==> config.mk <==
export PLATFORM = sky130hd
export DESIGN_NAME = multichannel_moving_average_percent
export DESIGN_NICKNAME = d
export VERILOG_FILES = /design/src/rtl/mma_pkg.sv /design/src/rtl/mma_ram.sv /design/src/rtl/mma_div.sv /design/src/rtl/multichannel_moving_average_percent.sv
export SDC_FILE = /design/constraint.sdc
export NUM_CORES = 2
export LEC_CHECK = 0
export ABC_CLOCK_PERIOD_IN_PS = 5900
export BUFFER_PORTS_ARGS = -buffer_cell sky130_fd_sc_hd__buf_4
export CORE_UTILIZATION = 63
export CTS_CLUSTER_DIAMETER = 200
export CTS_CLUSTER_SIZE = 12
export DETAILED_ROUTE_END_ITERATION = 8
export GPL_TIMING_DRIVEN = 0
export PLACE_DENSITY = 0.77
export SLEW_MARGIN = 30
export SYNTH_ARGS = -nofsm -noshare
export SYNTH_HDL_FRONTEND = slang
export SYNTH_SLANG_ARGS = --single-unit
==> constraint.sdc <==
create_clock -name clk -period 5.9 [get_ports clk]
set_clock_uncertainty 0.05 [all_clocks]
set_input_delay 1.18 -clock clk [delete_from_list [all_inputs] [get_ports clk]]
set_output_delay 1.18 -clock clk [all_outputs]
set_load 0.01 [all_outputs]
==> src/rtl/mma_pkg.sv <==
package mma_pkg;

	// Block sizing
	localparam int CHANNELS     = 5;
	localparam int WINDOW_DEPTH = 20;
	localparam int SAMPLE_BITS  = 12;

	// Field widths
	localparam int CH_W  = 3;
	localparam int LVL_W = 12;
	localparam int POS_W = $clog2(WINDOW_DEPTH + 1);
	localparam int PCT_W = 7;

	// Window memory: one row of WINDOW_DEPTH entries per channel
	localparam int RAM_DEPTH = CHANNELS * WINDOW_DEPTH;
	localparam int ADDR_W    = $clog2(RAM_DEPTH);

	// Arithmetic widths
	localparam int PCT_MAX = 100;
	localparam int SUM_W   = SAMPLE_BITS + $clog2(WINDOW_DEPTH);
	localparam int PROD_W  = LVL_W + $clog2(PCT_MAX + 1);
	localparam int DIVD_W  = (SUM_W > PROD_W) ? SUM_W : PROD_W;
	localparam int DVS_W   = (LVL_W > POS_W) ? LVL_W : POS_W;
	localparam int DCNT_W  = $clog2(DIVD_W + 1);

	// Stream payload widths
	localparam int IN_TDATA_W  = 16;
	localparam int IN_TUSER_W  = CH_W;
	localparam int OUT_FIELD_W = 2 * LVL_W + POS_W + PCT_W;
	localparam int OUT_TDATA_W = 40;
	localparam int OUT_TUSER_W = CH_W;

	// Highest valid channel code
	localparam logic [CH_W-1:0] CH_LAST = CH_W'(CHANNELS - 1);

	// Configuration registers
	localparam int CFG_ADDR_W = 1;
	localparam logic [CFG_ADDR_W-1:0] REG_WET = 1'b0;
	localparam logic [CFG_ADDR_W-1:0] REG_DRY = 1'b1;
	localparam logic [LVL_W-1:0] WET_RESET = 12'd1450;
	localparam logic [LVL_W-1:0] DRY_RESET = 12'd2700;

endpackage

==> src/rtl/mma_ram.sv <==
module mma_ram #(
	parameter int WIDTH = 12,
	parameter int DEPTH = 100
) (
	input  logic                     clk,
	input  logic                     we,
	input  logic [$clog2(DEPTH)-1:0] waddr,
	input  logic [WIDTH-1:0]         wdata,
	input  logic [$clog2(DEPTH)-1:0] raddr,
	output logic [WIDTH-1:0]         rdata
);

	logic [WIDTH-1:0] mem_q [DEPTH];
	logic [WIDTH-1:0] rdata_q;

	// One write port, one registered read port
	always_ff @(posedge clk) begin
		if (we) begin
			mem_q[waddr] <= wdata;
		end
		rdata_q <= mem_q[raddr];
	end

	assign rdata = rdata_q;

endmodule

==> src/rtl/mma_div.sv <==
module mma_div (
	input  logic                        clk,
	input  logic                        arst_n,
	input  logic                        start,
	input  logic [mma_pkg::DIVD_W-1:0]  dividend,
	input  logic [mma_pkg::DVS_W-1:0]   divisor,
	output logic                        done,
	output logic [mma_pkg::DIVD_W-1:0]  quotient
);

	logic                        busy_q;
	logic                        done_q;
	logic [mma_pkg::DCNT_W-1:0]  cnt_q;
	logic [mma_pkg::DIVD_W-1:0]  quo_q;
	logic [mma_pkg::DVS_W-1:0]   rem_q;
	logic [mma_pkg::DVS_W-1:0]   dvs_q;
	logic [mma_pkg::DVS_W:0]     rem_sh;
	logic                        ge;
	logic [mma_pkg::DVS_W:0]     rem_nx;

	// Restoring step: shift in next dividend bit, subtract if it fits
	always_comb begin
		rem_sh = {rem_q, quo_q[mma_pkg::DIVD_W-1]};
		ge     = rem_sh >= {1'b0, dvs_q};
		rem_nx = ge ? (rem_sh - {1'b0, dvs_q}) : rem_sh;
	end

	// Control
	always_ff @(posedge clk or negedge arst_n) begin
		if (!arst_n) begin
			busy_q <= 1'b0;
			done_q <= 1'b0;
			cnt_q  <= '0;
		end else begin
			done_q <= 1'b0;
			if (start) begin
				busy_q <= 1'b1;
				cnt_q  <= mma_pkg::DCNT_W'(mma_pkg::DIVD_W);
			end else if (busy_q) begin
				cnt_q <= cnt_q - 1'b1;
				if (cnt_q == mma_pkg::DCNT_W'(1)) begin
					busy_q <= 1'b0;
					done_q <= 1'b1;
				end
			end
		end
	end

	// Datapath, one quotient bit per cycle
	always_ff @(posedge clk) begin
		if (start) begin
			quo_q <= dividend;
			rem_q <= '0;
			dvs_q <= divisor;
		end else if (busy_q) begin
			quo_q <= {quo_q[mma_pkg::DIVD_W-2:0], ge};
			rem_q <= rem_nx[mma_pkg::DVS_W-1:0];
		end
	end

	assign done     = done_q;
	assign quotient = quo_q;

endmodule

==> src/rtl/multichannel_moving_average_percent.sv <==
// Channel  | Dir | Handshake          | Payload
// s_       | in  | s_tvalid/s_tready  | tuser: channel; tdata: sample
// m_       | out | m_tvalid/m_tready  | tuser: channel_out;
//          |     |                    | tdata: raw_out, mean_level, samples_used, percent
// cfg_     | in  | cfg_we             | cfg_addr: 0 wet_level, 1 dry_level; cfg_wdata
//
// s_tready returns in the cycle in which the result is loaded and m_tvalid
// rises, so a new request is not taken before the last result is loaded. The
// window row is read one entry per cycle, then the serial divider (19 quotient
// steps) runs once for the mean and once for the percentage map; equal levels
// skip the second run.
// s_tready is high only while the sequencer is idle; a request for a channel
// out of range is taken and dropped with no result.
// The result sits in an output register, so a stalled m_ side does not hold
// the next computation until that result has to be loaded.
// Reset clears write positions and window-full flags; the window memory
// needs no clearing since only written entries are read.
module multichannel_moving_average_percent (
	input  logic                               clk,
	input  logic                               arst_n,
	input  logic                               s_tvalid,
	output logic                               s_tready,
	// [11:0] sample
	input  logic [mma_pkg::IN_TDATA_W-1:0]     s_tdata,
	// [2:0] channel
	input  logic [mma_pkg::IN_TUSER_W-1:0]     s_tuser,
	output logic                               m_tvalid,
	input  logic                               m_tready,
	// [11:0] raw_out, [23:12] mean_level, [28:24] samples_used, [35:29] percent
	output logic [mma_pkg::OUT_TDATA_W-1:0]    m_tdata,
	// [2:0] channel_out
	output logic [mma_pkg::OUT_TUSER_W-1:0]    m_tuser,
	input  logic                               cfg_we,
	input  logic [mma_pkg::CFG_ADDR_W-1:0]     cfg_addr,
	input  logic [mma_pkg::LVL_W-1:0]          cfg_wdata
);

	localparam logic [2:0] ST_IDLE   = 3'd0;
	localparam logic [2:0] ST_SUM    = 3'd1;
	localparam logic [2:0] ST_MDIV   = 3'd2;
	localparam logic [2:0] ST_MAP    = 3'd3;
	localparam logic [2:0] ST_PSTART = 3'd4;
	localparam logic [2:0] ST_PDIV   = 3'd5;
	localparam logic [2:0] ST_OUT    = 3'd6;

	logic [2:0]                        state_q;
	logic [mma_pkg::LVL_W-1:0]         wet_q;
	logic [mma_pkg::LVL_W-1:0]         dry_q;
	logic [mma_pkg::POS_W-1:0]         wpos_q [mma_pkg::CHANNELS];
	logic                              full_q [mma_pkg::CHANNELS];

	logic [mma_pkg::CH_W-1:0]          ch_q;
	logic [mma_pkg::SAMPLE_BITS-1:0]   smp_q;
	logic [mma_pkg::ADDR_W-1:0]        base_q;
	logic [mma_pkg::POS_W-1:0]         cnt_q;
	logic [mma_pkg::POS_W-1:0]         idx_q;
	logic                              rd_pend_q;
	logic [mma_pkg::SUM_W-1:0]         sum_q;
	logic [mma_pkg::LVL_W-1:0]         mean_q;
	logic                              neg_q;
	logic [mma_pkg::PROD_W-1:0]        num_q;
	logic [mma_pkg::DVS_W-1:0]         den_q;
	logic [mma_pkg::PCT_W-1:0]         pct_q;

	logic                              m_tvalid_q;
	logic [mma_pkg::OUT_TDATA_W-1:0]   m_tdata_q;
	logic [mma_pkg::OUT_TUSER_W-1:0]   m_tuser_q;

	logic [mma_pkg::CH_W-1:0]          in_ch;
	logic [mma_pkg::SAMPLE_BITS-1:0]   in_smp;
	logic                              in_range;
	logic                              take;
	logic [mma_pkg::POS_W-1:0]         pos_raw;
	logic [mma_pkg::POS_W-1:0]         pos;
	logic [mma_pkg::POS_W-1:0]         pos_inc;
	logic [mma_pkg::POS_W-1:0]         cnt_new;
	logic [mma_pkg::ADDR_W-1:0]        base_new;
	logic                              rd_en;
	logic                              sum_done;
	logic [mma_pkg::ADDR_W-1:0]        raddr;
	logic [mma_pkg::SAMPLE_BITS-1:0]   rdata;
	logic                              div_start;
	logic [mma_pkg::DIVD_W-1:0]        div_dividend;
	logic [mma_pkg::DVS_W-1:0]         div_divisor;
	logic                              div_done;
	logic [mma_pkg::DIVD_W-1:0]        div_quo;
	logic [mma_pkg::LVL_W:0]           diff;
	logic [mma_pkg::LVL_W:0]           span;
	logic [mma_pkg::LVL_W-1:0]         diff_mag;
	logic [mma_pkg::LVL_W-1:0]         span_mag;
	logic [mma_pkg::PCT_W-1:0]         pct_calc;
	logic                              out_free;

	// Input decode and per-channel window position
	always_comb begin
		in_ch    = s_tuser[mma_pkg::CH_W-1:0];
		in_smp   = s_tdata[mma_pkg::SAMPLE_BITS-1:0];
		in_range = in_ch <= mma_pkg::CH_LAST;
		take     = s_tvalid && (state_q == ST_IDLE);
		pos_raw  = in_range ? wpos_q[in_ch] : '0;
		pos      = (pos_raw >= mma_pkg::POS_W'(mma_pkg::WINDOW_DEPTH)) ? '0 : pos_raw;
		pos_inc  = pos + 1'b1;
		cnt_new  = (in_range && full_q[in_ch]) ?
			mma_pkg::POS_W'(mma_pkg::WINDOW_DEPTH) : pos_inc;
		base_new = mma_pkg::ADDR_W'(in_ch * mma_pkg::WINDOW_DEPTH);
	end

	assign s_tready = (state_q == ST_IDLE);

	// Window read sweep
	assign rd_en    = idx_q != cnt_q;
	assign sum_done = !rd_en && !rd_pend_q;
	assign raddr    = base_q + mma_pkg::ADDR_W'(idx_q);

	mma_ram #(
		.WIDTH (mma_pkg::SAMPLE_BITS),
		.DEPTH (mma_pkg::RAM_DEPTH)
	) u_ram (
		.clk   (clk),
		.we    (take && in_range),
		.waddr (base_new + mma_pkg::ADDR_W'(pos)),
		.wdata (in_smp),
		.raddr (raddr),
		.rdata (rdata)
	);

	// Shared divider: mean first, then the percentage map
	always_comb begin
		div_start = ((state_q == ST_SUM) && sum_done) || (state_q == ST_PSTART);
		if (state_q == ST_SUM) begin
			div_dividend = mma_pkg::DIVD_W'(sum_q);
			div_divisor  = mma_pkg::DVS_W'(cnt_q);
		end else begin
			div_dividend = mma_pkg::DIVD_W'(num_q);
			div_divisor  = den_q;
		end
	end

	mma_div u_div (
		.clk      (clk),
		.arst_n   (arst_n),
		.start    (div_start),
		.dividend (div_dividend),
		.divisor  (div_divisor),
		.done     (div_done),
		.quotient (div_quo)
	);

	// Signed offsets from the wet level, as sign and magnitude
	always_comb begin
		diff     = {1'b0, mean_q} - {1'b0, wet_q};
		span     = {1'b0, dry_q} - {1'b0, wet_q};
		diff_mag = diff[mma_pkg::LVL_W] ? mma_pkg::LVL_W'(-diff) : diff[mma_pkg::LVL_W-1:0];
		span_mag = span[mma_pkg::LVL_W] ? mma_pkg::LVL_W'(-span) : span[mma_pkg::LVL_W-1:0];
	end

	// 100 minus the signed quotient, clamped to 0..100
	always_comb begin
		if (neg_q) begin
			pct_calc = mma_pkg::PCT_W'(mma_pkg::PCT_MAX);
		end else if (div_quo > mma_pkg::DIVD_W'(mma_pkg::PCT_MAX)) begin
			pct_calc = '0;
		end else begin
			pct_calc = mma_pkg::PCT_W'(mma_pkg::PCT_MAX) - div_quo[mma_pkg::PCT_W-1:0];
		end
	end

	assign out_free = !m_tvalid_q || m_tready;

	// Sequencer and control state
	always_ff @(posedge clk or negedge arst_n) begin
		if (!arst_n) begin
			state_q    <= ST_IDLE;
			wet_q      <= mma_pkg::WET_RESET;
			dry_q      <= mma_pkg::DRY_RESET;
			idx_q      <= '0;
			rd_pend_q  <= 1'b0;
			m_tvalid_q <= 1'b0;
			for (int c = 0; c < mma_pkg::CHANNELS; c++) begin
				wpos_q[c] <= '0;
				full_q[c] <= 1'b0;
			end
		end else begin
			if (cfg_we) begin
				case (cfg_addr)
					mma_pkg::REG_WET: wet_q <= cfg_wdata;
					mma_pkg::REG_DRY: dry_q <= cfg_wdata;
					default: ;
				endcase
			end

			// Result valid: set on load, cleared once taken
			if ((state_q == ST_OUT) && out_free) begin
				m_tvalid_q <= 1'b1;
			end else if (m_tvalid_q && m_tready) begin
				m_tvalid_q <= 1'b0;
			end

			case (state_q)
				ST_IDLE: begin
					if (take && in_range) begin
						idx_q     <= '0;
						rd_pend_q <= 1'b0;
						if (pos_inc == mma_pkg::POS_W'(mma_pkg::WINDOW_DEPTH)) begin
							wpos_q[in_ch] <= '0;
							full_q[in_ch] <= 1'b1;
						end else begin
							wpos_q[in_ch] <= pos_inc;
						end
						state_q <= ST_SUM;
					end
				end
				ST_SUM: begin
					rd_pend_q <= rd_en;
					if (rd_en) begin
						idx_q <= idx_q + 1'b1;
					end
					if (sum_done) begin
						state_q <= ST_MDIV;
					end
				end
				ST_MDIV: begin
					if (div_done) begin
						state_q <= ST_MAP;
					end
				end
				ST_MAP: begin
					state_q <= (wet_q == dry_q) ? ST_OUT : ST_PSTART;
				end
				ST_PSTART: begin
					state_q <= ST_PDIV;
				end
				ST_PDIV: begin
					if (div_done) begin
						state_q <= ST_OUT;
					end
				end
				ST_OUT: begin
					if (out_free) begin
						state_q <= ST_IDLE;
					end
				end
				default: begin
					state_q <= ST_IDLE;
				end
			endcase
		end
	end

	// Payload registers
	always_ff @(posedge clk) begin
		if (take && in_range) begin
			ch_q   <= in_ch;
			smp_q  <= in_smp;
			base_q <= base_new;
			cnt_q  <= cnt_new;
			sum_q  <= '0;
		end else if ((state_q == ST_SUM) && rd_pend_q) begin
			sum_q <= sum_q + mma_pkg::SUM_W'(rdata);
		end

		if ((state_q == ST_MDIV) && div_done) begin
			mean_q <= div_quo[mma_pkg::LVL_W-1:0];
		end

		if (state_q == ST_MAP) begin
			neg_q <= (diff[mma_pkg::LVL_W] != span[mma_pkg::LVL_W]);
			num_q <= mma_pkg::PROD_W'(diff_mag) * mma_pkg::PROD_W'(mma_pkg::PCT_MAX);
			den_q <= mma_pkg::DVS_W'(span_mag);
			pct_q <= '0;
		end else if ((state_q == ST_PDIV) && div_done) begin
			pct_q <= pct_calc;
		end

		if ((state_q == ST_OUT) && out_free) begin
			m_tuser_q <= ch_q;
			m_tdata_q <= {{(mma_pkg::OUT_TDATA_W - mma_pkg::OUT_FIELD_W){1'b0}},
				pct_q, cnt_q, mean_q, smp_q};
		end
	end

	assign m_tvalid = m_tvalid_q;
	assign m_tdata  = m_tdata_q;
	assign m_tuser  = m_tuser_q;

endmodule

# Word-level counts from Yosys, hierarchy flattened

Memories as Yosys holds them, arrays and structs flattened. A register that Yosys moved wholly into a read port is not among the register bits.
Index checks and enable logic that the tools add are counted.

Bits in registers: 244
Bits in latches: 0
Bits in writable memories: 1,200
Bits in read-only memories: 0
Input port bits: 37
Output and inout bits: 45
Word-level logic and storage cells: 152
Memories kept: 1

Memory list:

| name        | depth | width | read ports | clocked after Yosys merged registers in | write ports | line          | RTL |
|---|---|---|---|---|---|---|---|
| u_ram.mem_q | 100   | 12    | 1          | 1                                       | 1           | mma_ram.sv:13 | `logic [WIDTH-1:0] mem_q [DEPTH];` |

Add/sub/neg operators: 12
Multiply operators: 2
Divide/modulo/power cells: 0
Magnitude comparators: 6
Eq/ne operators: 17
Shift-type cells: 0
Muxes and demuxes: 47
Bitwise gates (word level): 5
Reduce and logical (&&, ||, !) cells: 27

Operators by type and width:

| operator                                             | number |
|---|---|
| two-way mux 19 bit                                   | 3 |
| two-way mux 5 bit                                    | 10 |
| two-way mux 12 bit                                   | 3 |
| subtractor 12 x 12 -> 13 bit                         | 2 |
| bitwise AND 25 bit                                   | 1 |
| bitwise mux 25 bit                                   | 1 |
| two-way mux 25 bit                                   | 1 |
| inverter 25 bit                                      | 1 |
| negation 12 bit                                      | 2 |
| case mux 3 bit (7 select lines)                      | 1 |
| > comparator 19 x 7 -> 1 bit (second input constant) | 1 |
| adder 17 x 12 -> 17 bit                              | 1 |
| multiplier 12 x 5 -> 17 bit (second input constant)  | 1 |
| binary-select mux 5 bit (select 3 bit)               | 1 |
| demux 5 bit (select 3 bit)                           | 1 |
| two-way mux 3 bit                                    | 5 |
| adder 7 x 5 -> 7 bit                                 | 2 |
| two-way mux 1 bit                                    | 14 |
| two-way mux 7 bit                                    | 2 |
| >= comparator 13 x 12 -> 1 bit                       | 1 |
| equality test 12 bit                                 | 1 |
| subtractor 12 bit                                    | 1 |
| logical AND 1 bit                                    | 11 |
| adder 5 x 1 -> 5 bit (second input constant)         | 2 |
| other kinds (31)                                     | 47 |

# Longest topological paths before layout

Depth after elaboration: 10
Gate-level depth with buffers: 26
Depth with buffers taken out: 25

# By module

A second synthesis with hierarchy kept.

Cells, all modules: 3,255
Area total of the unflattened synthesis: 60,256.5 µm²

Modules (own cells, without submodules):

| module                              | times used | cells each | area each (µm²) | sequential area each (µm²) |
|---|---|---|---|---|
| mma_ram                             | 1          | 2,061      | 46,757.3        | 36,274.8 |
| multichannel_moving_average_percent | 1          | 959        | 10,829.1        | 5,218.8 |
| mma_div                             | 1          | 235        | 2,670.1         | 1,346.3 |

# Worst setup path before layout

No wires, ideal clock.

Kind: register -> register
Start: register wet_q[0] (netlist bit)
End: register num_q[18] (netlist bit), data pin
Setup time: 0.266 ns
Arrival time: 4.917 ns
Required time: 5.584 ns
Setup slack: 0.667 ns
Cell stages (with the launch flop): 26
Buffers on the path: 1
Period minus slack after synthesis: 5.233 ns
Path through: dfrtp_1 > ha_1 > fa_1 > nor2b_1 > o21ai_1 > a21o_1 > a211oi_1 > o31ai_1 > nand2b_1 > clkbuf_1 > nor2_1 > xnor2_1 > ha_1 > ha_1 > inv_1 > fa_1 > inv_1 > ha_1 > a21o_1 > a21oi_1 > nor2b_1 > o21a_1 > o22ai_1 > o21ai_1 > o41ai_1 > xnor2_1

Word-level cells in the longest chain between the ends: 4

Ends and longest elaborated chain:

| element                        | line                                       | RTL |
|---|---|---|
| from (decl)                    | multichannel_moving_average_percent.sv:47  | `logic [mma_pkg::LVL_W-1:0] wet_q;` |
| from (signal assigned)         | multichannel_moving_average_percent.sv:174 | `wet_q <= mma_pkg::WET_RESET;` |
| from (signal assigned)         | multichannel_moving_average_percent.sv:186 | `mma_pkg::REG_WET: wet_q <= cfg_wdata;` |
| subtractor 12 x 12 -> 13 bit * | multichannel_moving_average_percent.sv:151 | `diff = {1'b0, mean_q} - {1'b0, wet_q};` |
| negation 12 bit                | multichannel_moving_average_percent.sv:153 | `diff_mag = diff[mma_pkg::LVL_W] ? mma_pkg::LVL_W'(-diff) : diff[mma_pkg::LVL_W-1:0];` |
| two-way mux 12 bit *           | multichannel_moving_average_percent.sv:153 |  |
| named net diff_mag (one bit)   | multichannel_moving_average_percent.sv:89  | `logic [mma_pkg::LVL_W-1:0] diff_mag;` |
| multiplier 12 x 5 -> 17 bit *  | multichannel_moving_average_percent.sv:268 | `num_q <= mma_pkg::PROD_W'(diff_mag) * mma_pkg::PROD_W'(mma_pkg::PCT_MAX);` |
| to (signal assigned)           | multichannel_moving_average_percent.sv:268 |  |
| to (decl)                      | multichannel_moving_average_percent.sv:61  | `logic [mma_pkg::PROD_W-1:0] num_q;` |

The timed path passes the listed nets; every way through them passes the cells marked *.
A chain may end at the register's enable or synchronous reset.

# Final worst setup path

Start: input s_tuser[0] (netlist bit)
End: memory u_ram.mem_q[49][0] (enable)

Word-level cells in the longest chain between the ends: 8
Elaborated cells on any way between the ends: 13
Classes of those cells: add/sub (1); mul (1); order compare (2); mux (7); bitwise (1); reduce/logical (1)

Ends and longest elaborated chain:

| element                                               | line                                       | RTL |
|---|---|---|
| from (decl)                                           | multichannel_moving_average_percent.sv:26  | `input logic [mma_pkg::IN_TUSER_W-1:0] s_tuser,` |
| inverter 3 -> 4 bit (implied by the code)             | multichannel_moving_average_percent.sv:100 | `pos_raw = in_range ? wpos_q[in_ch] : '0;` |
| binary-select mux 5 bit (select 3 bit)                | multichannel_moving_average_percent.sv:100 |  |
| two-way mux 5 bit (implied by the code) (2 in series) | multichannel_moving_average_percent.sv:100 |  |
| two-way mux 5 bit                                     | multichannel_moving_average_percent.sv:100 |  |
| >= comparator 5 bit                                   | multichannel_moving_average_percent.sv:101 | `pos = (pos_raw >= mma_pkg::POS_W'(mma_pkg::WINDOW_DEPTH)) ? '0 : pos_raw;` |
| two-way mux 5 bit                                     | multichannel_moving_average_percent.sv:101 |  |
| adder 7 x 5 -> 7 bit                                  | multichannel_moving_average_percent.sv:121 | `.waddr (base_new + mma_pkg::ADDR_W'(pos)),` |
| to (decl)                                             | mma_ram.sv:13                              |  |

Parallel ways exist; a longest one is shown, timed or not. The select of a mux whose other input is x is not followed.

==> metrics.txt <==
Syn Inst Count 3136; Starting Density between 60% and 70%; top cell family by delay on the critical path simple AND/OR/NAND/NOR gates; H-tree levels 4; Max Fanout on Critical Path 12; cts bufs inserted 139; antenna violations before repair 5; 1st-pass router iterations 7; leakage around 22 nW; Clock transition at path regs 0.06 ns; Mapped Area 0.0598 mm2; FF-to-FF setup slack ~0.32 ns; FFs w/ async S/R, synth 4.88%; vias per cell 6.77; worst path buffer plus inverter count 2; Crit Path Class primary input to flop; Die W around 310 um; CP arrival 5.92 ns; area occupied by multi-input gates 0.0164 mm2; Final ANT Viol Nets 0; Peak VDD IR approximately 340 uV; WL final between 100000 and 150000 um; GPL Wtd Cong 0.918; Max Clock Freq 0.179 GHz; commonest non-fill, non-tap cell in the layout edfxtp_1; Crit. End Element flop; crit start category primary input; vias in the first global route 31984; CTS tree built; clock buffer depth 3; Worst-Skew Late Latency 0.76 ns; ys flop type edfxtp_1; # fillers 5441; setup ws final roughly 0.31 ns; global-route wire length before repair 211000 um; critical path required time 6.23 ns; cell mode on critical path nor2_1; Die Y slightly above 300 um; critical path's largest stage delay 0.89 ns; Setup TNS Final 0 ns; final setup violation count 0; clk root buf clkbuf_16; Layout Utilization 70.8%; crit path cell chain buf_4 -> clkbuf_1 -> nor2_1 -> a22oi_1 -> o22ai_1 -> nor2_1 -> ha_1 -> fa_1 -> xnor2_1 -> nor3b_1 -> nand2_1 -> nor2_2; Sink Count 1454; RR Endpoint num_q[18]; Synth Register Bits 1454; DR DRC count 0; max-cap viol count 0; drt wl/cell around 31 um; hpwl dp 88600 um; final period demand of the worst path 5.59 ns; Cell Rows 112; status completed; Diodes inserted 0; cts hold-fix bufs 0; worst-case reg-to-reg path depth 24; Hold Crit Class primary input to asynchronous set/reset pin; all-layer global routing usage 31.0%; power density cells 330 mW/mm2; number of synthesized flops with an enable pin ~1300; I/O pins 82; synth unique cells 84; placed inst area 0.0624 mm2; commonest non-fill, non-tap cells in the layout edfxtp_1 (1335), mux4_2 (385), clkbuf_16 (143); Synthesis Warnings 0; Nets 3511; slowest CP cell nor3b_1; crit share post-route ~95%; full die area 0.0962 mm2; Remaining Overflow, GRT 0; Max-slew headroom 27.4%; share of the yosys chip area belonging to registers 71.6%; Place WS -0.412 ns; syn_area_per_cell 19.1 um2; final instance area ~0.066 mm2; CORE AREA 0.0937 mm2; layout cells sized above 1 about 25%; Setup Fix Bufs, Post-CTS 0; synth-to-layout area growth 10.9%; Worst-Margin Slew 1.09 ns; Starting DRT DRC Count around 3800; pin count of the biggest net entering global routing 102; input/output buffers 73; reg2reg start wet_q[4]; Final Hold Fails 0; vias 31574; Register Area 0.0428 mm2; Pins Over Slew Limit 0
area by class of cell:
cell class / count / share of cell area (%)
sequential: 1454 / 64.5
multi-input combinational: 1462 / 24.8
clock buffer: 180 / 5.60
tap: 1254 / 2.36
timing repair buffer: 77 / 1.02
buffer: 140 / 0.929
inverter: 82 / 0.464
clock inverter: 12 / 0.290
metal layers:
metal | part of all wire (%) | track usage [%] | vias to the layer above
met2 | 49 | 49.9 | 1845
met1 | 37 | 41.4 | 16369
li1 | - | - | 13005
met5 | 0.0090 | 0 | -
met4 | 4.4 | 13.5 | 2
met3 | 9.5 | 6.50 | 353
sequential cells by signal (all words and copies together), names as in the netlist, 5 cells and up:
name and count:
cnt_q 5, den_q 12, dry_q 12, full_q 5
idx_q 5, m_tdata 36, mean_q 12, num_q 17
pct_q 7, smp_q 12, sum_q 17, u_div.cnt_q 5
u_div.dvs_q 12, u_div.quotient 19, u_div.rem_q 12, u_ram.mem_q 1200
u_ram.rdata 12, wet_q 12, wpos_q 25
cells by family after synthesis:
kind of cell,synth area share (%)
buffers and inverters,1.52
XOR/XNOR,1.33
adder cells (fa/ha/maj),2.63
AND/OR/NAND/NOR,3.92
flip-flops,71.6
other,0.00627
AO/OA/AOI/OAI,3.08
multiplexers,15.9
metrics by stage:
step           hold slack (ns)  total power [mW]  std cells
2_1_floorplan            0.350              13.4       3139
3_3_place_gp             0.354              13.9       4466
3_5_place_dp             0.355              13.9       4470
4_1_cts                  0.369              21.9       4661
5_1_grt                  0.371              22.6       4661
6_report                 0.356              21.9       4661
power by group:
| group | switching (mW) | leakage, nW | internal, mW |
|---|---|---|---|
| Sequential | 0.0137 | 13.4 | 11.4 |
| Combinational | 1.39 | 6.51 | 0.992 |
| Clock | 3.70 | 1.89 | 4.41 |
synth_stat cells, types with 23 or more instances:
| cell type | count | area [um2] |
|---|---|---|
| buf_2 | 36 | 180 |
| mux4_2 | 385 | 8670 |
| xor2_1 | 33 | 289 |
| clkbuf_1 | 82 | 308 |
| dfxtp_1 | 48 | 961 |
| edfxtp_1 | 1335 | 40100 |
| dfrtp_1 | 60 | 1500 |
| a21oi_1 | 82 | 410 |
| o21ai_0 | 40 | 200 |
| xnor2_1 | 58 | 508 |
| mux2i_1 | 36 | 360 |
| nor2_1 | 213 | 800 |
| inv_1 | 80 | 300 |
| nor2b_1 | 36 | 225 |
| mux2_2 | 37 | 417 |
| ha_1 | 105 | 1310 |
| nor3_1 | 30 | 150 |
| nand2_1 | 105 | 394 |
| nand3_1 | 23 | 115 |
worst max path at each step:
stage | start | end | slack (ns) | cells after the start
2_1_floorplan | wet_q[0] | num_q[18] | 0.67 | 25
3_3_place_gp | s_tuser[0] | u_ram.mem_q[49][2] | -0.21 | 12
3_5_place_dp | s_tuser[0] | u_ram.mem_q[54][2] | -0.41 | 12
4_1_cts | wet_q[2] | num_q[18] | 0.004 | 24
5_1_grt | wet_q[4] | num_q[18] | -0.05 | 24
6_report | s_tuser[0] | u_ram.mem_q[49][0] | 0.31 | 12
repair_timing:
action | CTS | global route
gates resized for setup | 1 | 10
pin swaps | 0 | 1
endpoints found under the setup margin | 1 | 4
cloned | 0 | 0
Power figures use the tool's default switching activity.
